`src/rtl/ssgc_pkg.sv`:
```
// Shared constants and command type of the scaled sign gradient compressor.
`timescale 1ns / 1ps
package ssgc_pkg;
	localparam int PACK_W       = 32;
	localparam int BITS_W       = 5;
	localparam int CNT_W        = 21;
	localparam int SUM_W        = 52;
	localparam int MAX_ELEMENTS = 1048576;
	localparam logic [PACK_W-1:0] SCALE_ONE = 32'h0001_0000;
	localparam int QDEPTH       = 4;
	localparam int QPTR_W       = 2;
	localparam int DIV_STEPS    = 52;
	localparam int DIVC_W       = 6;

	typedef struct packed {
		logic              has_word;
		logic [PACK_W-1:0] word;
		logic              has_scale;
		logic              scale_en;
		logic [SUM_W-1:0]  sum;
		logic [CNT_W-1:0]  count;
	} cmd_t;
endpackage

```
`src/rtl/ssgc_front.sv`:
```
// Front end: accepts gradients, packs sign bits, accumulates magnitudes, issues commands.
`timescale 1ns / 1ps
module ssgc_front import ssgc_pkg::*; (
	input  logic        clk,
	input  logic        arst_n,
	input  logic        cfg_wr_en,
	input  logic        cfg_wr_data,
	input  logic        s_tvalid,
	output logic        s_tready,
	input  logic [31:0] s_tdata,
	input  logic        s_tlast,
	input  logic        q_full,
	output logic        push,
	output cmd_t        push_data
);
	logic              scaling_q;
	logic [PACK_W-1:0] shift_q;
	logic [BITS_W-1:0] bits_q;
	logic [CNT_W-1:0]  count_q;
	logic [SUM_W-1:0]  sum_q;

	logic              accept;
	logic              positive;
	logic [31:0]       magnitude;
	logic              saturated;
	logic [CNT_W-1:0]  count_n;
	logic [SUM_W-1:0]  sum_n;
	logic [PACK_W-1:0] shift_n;
	logic [BITS_W-1:0] bits_n;
	logic              word_full;
	logic [BITS_W:0]   pad_sh;

	assign s_tready  = !q_full;
	assign accept    = s_tvalid && s_tready;
	assign positive  = !s_tdata[31] && (s_tdata != 32'd0);
	assign magnitude = s_tdata[31] ? (32'd0 - s_tdata) : s_tdata;
	assign saturated = (count_q == CNT_W'(MAX_ELEMENTS));
	assign count_n   = saturated ? count_q : count_q + CNT_W'(1);
	assign sum_n     = saturated ? sum_q : sum_q + SUM_W'(magnitude);
	assign shift_n   = {shift_q[PACK_W-2:0], positive};
	assign bits_n    = bits_q + BITS_W'(1);
	assign word_full = (bits_q == BITS_W'(PACK_W - 1));
	assign pad_sh    = (BITS_W+1)'(PACK_W) - {1'b0, bits_n};

	assign push = accept && (word_full || s_tlast);

	always_comb begin
		push_data.has_word  = 1'b1;
		push_data.word      = word_full ? shift_n : (shift_n << pad_sh);
		push_data.has_scale = s_tlast;
		push_data.scale_en  = scaling_q;
		push_data.sum       = sum_n;
		push_data.count     = count_n;
	end

	always_ff @(posedge clk or negedge arst_n) begin
		if (!arst_n) begin
			scaling_q <= 1'b1;
			shift_q   <= '0;
			bits_q    <= '0;
			count_q   <= '0;
			sum_q     <= '0;
		end else begin
			if (cfg_wr_en) begin
				scaling_q <= cfg_wr_data;
			end
			if (accept) begin
				if (s_tlast) begin
					shift_q <= '0;
					bits_q  <= '0;
					count_q <= '0;
					sum_q   <= '0;
				end else begin
					shift_q <= word_full ? '0 : shift_n;
					bits_q  <= word_full ? '0 : bits_n;
					count_q <= count_n;
					sum_q   <= sum_n;
				end
			end
		end
	end
endmodule

```
`src/rtl/ssgc_queue.sv`:
```
// Short command queue between the front and back ends.
`timescale 1ns / 1ps
module ssgc_queue import ssgc_pkg::*; (
	input  logic clk,
	input  logic arst_n,
	input  logic push,
	input  cmd_t push_data,
	input  logic pop,
	output cmd_t pop_data,
	output logic full,
	output logic empty
);
	cmd_t              mem_q [QDEPTH];
	logic [QPTR_W-1:0] wr_ptr_q;
	logic [QPTR_W-1:0] rd_ptr_q;
	logic [QPTR_W:0]   cnt_q;
	logic              do_push;
	logic              do_pop;

	assign full     = (cnt_q == (QPTR_W+1)'(QDEPTH));
	assign empty    = (cnt_q == '0);
	assign do_push  = push && !full;
	assign do_pop   = pop && !empty;
	assign pop_data = mem_q[rd_ptr_q];

	always_ff @(posedge clk) begin
		if (do_push) begin
			mem_q[wr_ptr_q] <= push_data;
		end
	end

	always_ff @(posedge clk or negedge arst_n) begin
		if (!arst_n) begin
			wr_ptr_q <= '0;
			rd_ptr_q <= '0;
			cnt_q    <= '0;
		end else begin
			if (do_push) begin
				wr_ptr_q <= wr_ptr_q + QPTR_W'(1);
			end
			if (do_pop) begin
				rd_ptr_q <= rd_ptr_q + QPTR_W'(1);
			end
			if (do_push && !do_pop) begin
				cnt_q <= cnt_q + (QPTR_W+1)'(1);
			end else if (do_pop && !do_push) begin
				cnt_q <= cnt_q - (QPTR_W+1)'(1);
			end
		end
	end
endmodule

```
`src/rtl/ssgc_back.sv`:
```
// Back end: emits sign words, divides the magnitude sum, emits the scale word.
`timescale 1ns / 1ps
module ssgc_back import ssgc_pkg::*; (
	input  logic        clk,
	input  logic        arst_n,
	input  logic        q_empty,
	input  cmd_t        q_data,
	output logic        pop,
	output logic        m_tvalid,
	input  logic        m_tready,
	output logic [31:0] m_tdata,
	output logic        m_tuser,
	output logic        m_tlast
);
	typedef enum logic [3:0] {
		ST_IDLE  = 4'b0001,
		ST_WORD  = 4'b0010,
		ST_DIV   = 4'b0100,
		ST_SCALE = 4'b1000
	} bst_t;

	bst_t              st_q;
	cmd_t              cmd_q;
	logic [SUM_W-1:0]  div_q;
	logic [CNT_W-1:0]  rem_q;
	logic [DIVC_W-1:0] step_q;
	logic              out_valid_q;
	logic [31:0]       out_data_q;
	logic              out_user_q;
	logic              out_last_q;

	logic              slot_free;
	logic              load_word;
	logic              load_scale;
	logic              div_step;
	logic              run_div_in;
	logic              run_div;
	logic [CNT_W:0]    trial;
	logic              ge;
	logic [CNT_W:0]    diff;

	assign slot_free  = !out_valid_q || m_tready;
	assign pop        = (st_q == ST_IDLE) && !q_empty;
	assign load_word  = (st_q == ST_WORD) && slot_free;
	assign load_scale = (st_q == ST_SCALE) && slot_free;
	assign div_step   = (st_q == ST_DIV);
	assign run_div_in = q_data.scale_en && (q_data.count != '0);
	assign run_div    = cmd_q.scale_en && (cmd_q.count != '0);

	assign trial = {rem_q, div_q[SUM_W-1]};
	assign ge    = (trial >= {1'b0, cmd_q.count});
	assign diff  = trial - {1'b0, cmd_q.count};

	assign m_tvalid = out_valid_q;
	assign m_tdata  = out_data_q;
	assign m_tuser  = out_user_q;
	assign m_tlast  = out_last_q;

	always_ff @(posedge clk) begin
		if (pop) begin
			cmd_q <= q_data;
			div_q <= q_data.sum;
			rem_q <= '0;
		end else if (div_step) begin
			div_q <= {div_q[SUM_W-2:0], ge};
			rem_q <= ge ? diff[CNT_W-1:0] : trial[CNT_W-1:0];
		end
		if (load_word) begin
			out_data_q <= cmd_q.word;
			out_user_q <= 1'b0;
			out_last_q <= 1'b0;
		end else if (load_scale) begin
			out_data_q <= run_div ? div_q[31:0] : SCALE_ONE;
			out_user_q <= 1'b1;
			out_last_q <= 1'b1;
		end
	end

	always_ff @(posedge clk or negedge arst_n) begin
		if (!arst_n) begin
			st_q        <= ST_IDLE;
			step_q      <= '0;
			out_valid_q <= 1'b0;
		end else begin
			if (load_word || load_scale) begin
				out_valid_q <= 1'b1;
			end else if (m_tready) begin
				out_valid_q <= 1'b0;
			end
			case (st_q)
				ST_IDLE: begin
					step_q <= '0;
					if (!q_empty) begin
						if (q_data.has_word) begin
							st_q <= ST_WORD;
						end else begin
							st_q <= run_div_in ? ST_DIV : ST_SCALE;
						end
					end
				end
				ST_WORD: begin
					if (slot_free) begin
						if (cmd_q.has_scale) begin
							st_q <= run_div ? ST_DIV : ST_SCALE;
						end else begin
							st_q <= ST_IDLE;
						end
					end
				end
				ST_DIV: begin
					step_q <= step_q + DIVC_W'(1);
					if (step_q == DIVC_W'(DIV_STEPS - 1)) begin
						st_q <= ST_SCALE;
					end
				end
				ST_SCALE: begin
					if (slot_free) begin
						st_q <= ST_IDLE;
					end
				end
				default: begin
					st_q <= ST_IDLE;
				end
			endcase
		end
	end
endmodule

```
`src/rtl/scaled_sign_gradient_compressor.sv`:
```
// Top level of the scaled sign gradient compressor.
// Input stream: s_tdata carries one signed Q16.16 gradient, s_tlast marks the
// last element of a tensor. Output stream: m_tdata carries a packed sign word
// (first element in the MSB) or the unsigned Q16.16 scale, m_tuser is 1 on the
// scale, m_tlast is 1 on the scale that closes the tensor.
// cfg_wr_en/cfg_wr_data write the scaling enable (reset 1); write it only while
// the block is idle. Scale is the truncated mean |gradient| or 1.0.
// Throughput: one gradient per cycle while the command queue has room; only
// every 32nd element and each tensor end place a request in the 4-deep queue.
// Path: a sign word passes through the queue, the command register and the
// output register; the scale also waits for the one-bit-per-cycle restoring
// divider when scaling is on and the element count is nonzero.
// Reset clears all packing state and empties the queue and output register.
// When the receiver stalls, the output register holds, the back end waits,
// and s_tready drops once the queue is full.
`timescale 1ns / 1ps
module scaled_sign_gradient_compressor import ssgc_pkg::*; (
	input  logic        clk,
	input  logic        arst_n,
	input  logic        cfg_wr_en,
	input  logic        cfg_wr_data,
	input  logic        s_tvalid,
	output logic        s_tready,
	input  logic [31:0] s_tdata,   // [31:0] gradient
	input  logic        s_tlast,
	output logic        m_tvalid,
	input  logic        m_tready,
	output logic [31:0] m_tdata,   // [31:0] payload
	output logic        m_tuser,   // [0] is_scale
	output logic        m_tlast
);
	logic q_full;
	logic q_empty;
	logic push;
	logic pop;
	cmd_t push_data;
	cmd_t pop_data;

	ssgc_front u_front (
		.clk         (clk),
		.arst_n      (arst_n),
		.cfg_wr_en   (cfg_wr_en),
		.cfg_wr_data (cfg_wr_data),
		.s_tvalid    (s_tvalid),
		.s_tready    (s_tready),
		.s_tdata     (s_tdata),
		.s_tlast     (s_tlast),
		.q_full      (q_full),
		.push        (push),
		.push_data   (push_data)
	);

	ssgc_queue u_queue (
		.clk       (clk),
		.arst_n    (arst_n),
		.push      (push),
		.push_data (push_data),
		.pop       (pop),
		.pop_data  (pop_data),
		.full      (q_full),
		.empty     (q_empty)
	);

	ssgc_back u_back (
		.clk      (clk),
		.arst_n   (arst_n),
		.q_empty  (q_empty),
		.q_data   (pop_data),
		.pop      (pop),
		.m_tvalid (m_tvalid),
		.m_tready (m_tready),
		.m_tdata  (m_tdata),
		.m_tuser  (m_tuser),
		.m_tlast  (m_tlast)
	);
endmodule

```
`config.mk`:
```
export PLATFORM = sky130hd
export DESIGN_NAME = scaled_sign_gradient_compressor
export DESIGN_NICKNAME = d
export VERILOG_FILES = /design/src/rtl/ssgc_pkg.sv /design/src/rtl/ssgc_front.sv /design/src/rtl/ssgc_queue.sv /design/src/rtl/ssgc_back.sv /design/src/rtl/scaled_sign_gradient_compressor.sv
export SDC_FILE = /design/constraint.sdc
export NUM_CORES = 1
export LEC_CHECK = 0
export ABC_AREA = 1
export BUFFER_PORTS_ARGS = -buffer_cell sky130_fd_sc_hd__buf_2
export CAP_MARGIN = 30
export CORE_MARGIN = 10
export CORE_UTILIZATION = 25
export CTS_CLUSTER_SIZE = 30
export DETAILED_ROUTE_END_ITERATION = 16
export PLACE_DENSITY = 0.46
export SLEW_MARGIN = 15
export SYNTH_ARGS = -nofsm -noshare
export SYNTH_HDL_FRONTEND = slang
export SYNTH_SLANG_ARGS = --single-unit
```
`constraint.sdc`:
```
create_clock -name clk -period 7.3 [get_ports clk]
set_clock_uncertainty 0.15 [all_clocks]
set_input_delay 1.46 -clock clk [delete_from_list [all_inputs] [get_ports clk]]
set_output_delay 1.46 -clock clk [all_outputs]
set_load 0.005 [all_outputs]
```
==> reports/metrics.cfg <==
[outcome]
outcome = finished clean

[sta]
rsz0062_at_grt = no
finalMaxSlewViolations = 0
finalCritPeriodShare = 0.659
finalCriticalPeriod_ps = 4810
worst_pin_slew_ps = 967
hold_viol = 0
worst_hold_slack_ps = 322
max-slew-margin-rel = 0.348
setup_viol = 0
setup_tns_ps = 0
fmax_ghz = 0.208

[critical_path]
cpPeakStageDelay_ps = 430
cp.required_ps = 7670
crit_path_start_kind = primary input
critical_path.cell_chain = buf_2 > nor2_1 > nand4_1 > nor2_1 > nand2_1 > nor3_1 > nand2_1 > inv_1 > nand3_1 > nor2_1 > nand2_1 > nand3b_1 > nand2_1 > ha_1 > a21oi_1 > a21boi_0 > nand2_1 > a21oi_1 > nand3_1 > nand3_1 > nand2_1 > nand2_1 > o21ai_0
crit_top_cell = nand2_1
cpMaxStageDelayCell = a21boi_0
critical_path_class = in -> reg
r2r_slack_ps = 3070
worst-path-max-fanout = 5
critical_path_arrival_ps = 5180
end_kind = flop

[cts]
worstSkewPairLatency_ps = 680
cts_buffers = 85
cts_repair_resize_count = 0
h-tree-depth = 3
postCtsSetupBuffers = 0
cts_buffer_depth = 3
path_clk_slew_ps = 60
cts_root_buffer = clkbuf_16
cts_num_sinks = 717
holdBufCountCts = 0
cts_tree = built

[synth]
yosys.area_share.simple = 0.187
syn-mean-instance-area_um2 = 9.41
synth_area_leader_cell = edfxtp_1
synth_top_flop_cell = edfxtp_1
synth.top_cell.area_share = 0.489
synth_cell_types = 53
muxShareOfSynthArea = 0.00122
synthArstFlopShare = 0.179
synth_edf_count = 567
synth_cells = 3701
syn_nets = 3812
synth_seq_area_share = 0.593
netlist_area_mm2 = 0.0348
synth_top_family_by_area = simple AND/OR/NAND/NOR gates
yosysWarnings = 0
ys_seq_elements = 717
synthTopCellsByArea = edfxtp_1 49%, nand2_1 9.6%, dfrtp_1 9.1%, o21ai_0 6.2%, nor2_1 4.5%
synth_fa_ha_area_frac = 0.0265
yosys.area_share.xor_xnor = 0.0194
synth_compound_area_frac = 0.121

[power]
p_seq_frac = 0.378
p_int_mw = 9.88
powerDensity_mw_per_mm2 = 412
p_comb_frac = 0.368
leakagePower_nw = 15.5
power_frac_clock = 0.253
switching_power_mw = 6.64
max-vdd-ir-drop_mv = 0.351
total_power_mw = 16.5
swShare = 0.402

[floorplanning]
rows = 136
die_y_um = 393
die_w_um = 393
core-area_mm2 = 0.138
initial_core_util = 0.252
io-pin-count = 75
die_area_mm2 = 0.155

[routing]
vias = 26100
wl_um = 105000
ant_nets = 0
drtIter0Drc = 1757
avgRoutedWirePerCell_um = 18.5
vias_per_cell = 4.61
drc_errors = 0
firstDrtPassIters = 8

[final_layout]
drive_above_1_share = 0.0767
fillers = 14500
final_nets = 3847
area_growth_pct = 15.1
antenna_cells = 0

[hold_path]
hold_path.class = reg -> reg

[placement]
port_buffers = 74
place_hpwl_um = 67800
gp_congestion = 0.901

[grt]
grt_max_degree = 113
grt_usage = 0.134
antenna_found_initial = 0
grt_pass1_vias = 25800
overflow = 0
grt_first_pass_wirelength_um = 161000

[run]
cap_violations = 0

==> layout by cell type (no fill, tap or decap), types with 6 or more instances in the layout <==
| master | n |
|---|---|
| inv_1 | 284 |
| o22ai_1 | 167 |
| o21bai_1 | 7 |
| and2_1 | 6 |
| nand3b_1 | 7 |
| ha_1 | 69 |
| dfxtp_1 | 22 |
| xor2_1 | 31 |
| or2_2 | 9 |
| clkinv_2 | 14 |
| nor4_1 | 12 |
| nand2_1 | 890 |
| nor2_1 | 406 |
| dfrtp_1 | 124 |
| nor2_4 | 8 |
| xnor2_1 | 38 |
| clkbuf_16 | 88 |
| a21oi_1 | 90 |
| nor3_1 | 27 |
| nand4_1 | 35 |
| a31oi_1 | 8 |
| buf_12 | 6 |
| buf_2 | 76 |
| o21ai_1 | 30 |
| o21ai_0 | 430 |
| nand3_1 | 184 |
| edfxtp_1 | 567 |
| o31ai_1 | 7 |
| inv_2 | 9 |
| clkbuf_1 | 24 |
| clkinv_1 | 10 |
| o211ai_1 | 16 |
| buf_4 | 29 |
| clkinvlp_4 | 7 |
==> path summary, 6_finish.rpt <==
kind                                    from              endpoint  cells past startpoint
setup reg to reg           u_front.bits_q[2]  u_queue.mem_q[1][45]                     10
hold / removal               u_back.rem_q[1]       u_back.rem_q[1]                      2
hold reg to reg              u_back.rem_q[1]       u_back.rem_q[1]                      2
max in group asynchronous             arst_n     u_front.sum_q[20]                      2
min in group asynchronous             arst_n       u_back.m_tvalid                      1
setup / recovery                  s_tdata[3]     u_front.sum_q[36]                     23
==> critical path: cells and delay by family <==
family,cells,cell delay [ps]
AOI/OAI and AO/OA,4,1070
adders and majority gates,1,330
buffers and inverters,2,210
and+or+nand+nor,16,2100
==> layout make-up <==
type                            count  area [µm²]  area share
Multi-Input combinational cell   2521       12400       0.310
Tap cell                         1863        2330      0.0581
Clock inverter                     41         389     0.00970
Timing Repair Buffer              114         772      0.0193
Clock buffer                      117        2360      0.0589
Inverter                          297        1120      0.0280
Sequential cell                   717       20700       0.516
==> cell families (layout without fill, tap and decap cells) <==
| kind of cell | count (synthesis) | after routing |
|---|---|---|
| AND/OR/NAND/NOR | 1598 | 1598 |
| AO/OA/AOI/OAI | 775 | 775 |
| flip-flops | 717 | 717 |
| buffers and inverters | 463 | 569 |
| adder cells (fa/ha/maj) | 72 | 72 |
| XOR/XNOR | 72 | 72 |
| multiplexers | 4 | 4 |
==> metal layers <==
metal	wire length [µm]	up-vias	share of wire	track usage
met5	0	-	0	0
met2	51000	422	0.49	0.230
met1	48200	12800	0.46	0.175
li1	-	12800	-	-
met3	3250	128	0.031	0.0186
met4	2710	0	0.026	0.0379
==> power groups by stage <==
stage / clock [mW] / combinational (mW) / sequential, mW
after CTS: 4.30 / 6.22 / 6.26
after global placement: 0 / 6.15 / 6.34
after detailed placement: 0 / 6.19 / 6.33
after global routing: 4.46 / 6.85 / 6.33
final: 4.19 / 6.08 / 6.25
after floorplan: 0 / 3.95 / 6.21
==> state kept, by name (all words and copies together), names as in the netlist, 5 cells and up <==
signal and flops:
u_front.shift_q 31, u_back.div_q 52, u_back.rem_q 21, u_back.cmd_q 55, u_front.bits_q 5, u_queue.mem_q 428, u_back.m_tdata 32, u_front.count_q 21
u_front.sum_q 52, u_back.step_q 6
==> cells in the mapped netlist, types with 8 or more instances <==
| cell | instances |
|---|---|
| a21oi_1 | 90 |
| a31oi_1 | 8 |
| buf_2 | 25 |
| clkbuf_1 | 129 |
| dfrtp_1 | 126 |
| dfxtp_1 | 22 |
| edfxtp_1 | 567 |
| ha_1 | 69 |
| inv_1 | 288 |
| inv_2 | 8 |
| nand2_1 | 891 |
| nand3_1 | 185 |
| nand4_1 | 35 |
| nor2_1 | 413 |
| nor3_1 | 28 |
| nor4_1 | 12 |
| o211ai_1 | 16 |
| o21ai_0 | 431 |
| o21ai_1 | 30 |
| o22ai_1 | 167 |
| or2_2 | 9 |
| xnor2_1 | 38 |
| xor2_1 | 31 |
==> stage by stage <==
stage / instance area [µm²] / cells / util / worst slack, ps
6_report: 40100 / 5670 / 0.291 / 2490
4_1_cts: 40100 / 5669 / 0.290 / 2570
3_3_place_gp: 37300 / 5507 / 0.270 / 1720
5_1_grt: 40100 / 5670 / 0.291 / 2140
2_1_floorplan: 34800 / 3701 / - / 63.8
3_5_place_dp: 37300 / 5511 / 0.271 / 1830
Power figures use the tool's default switching activity.
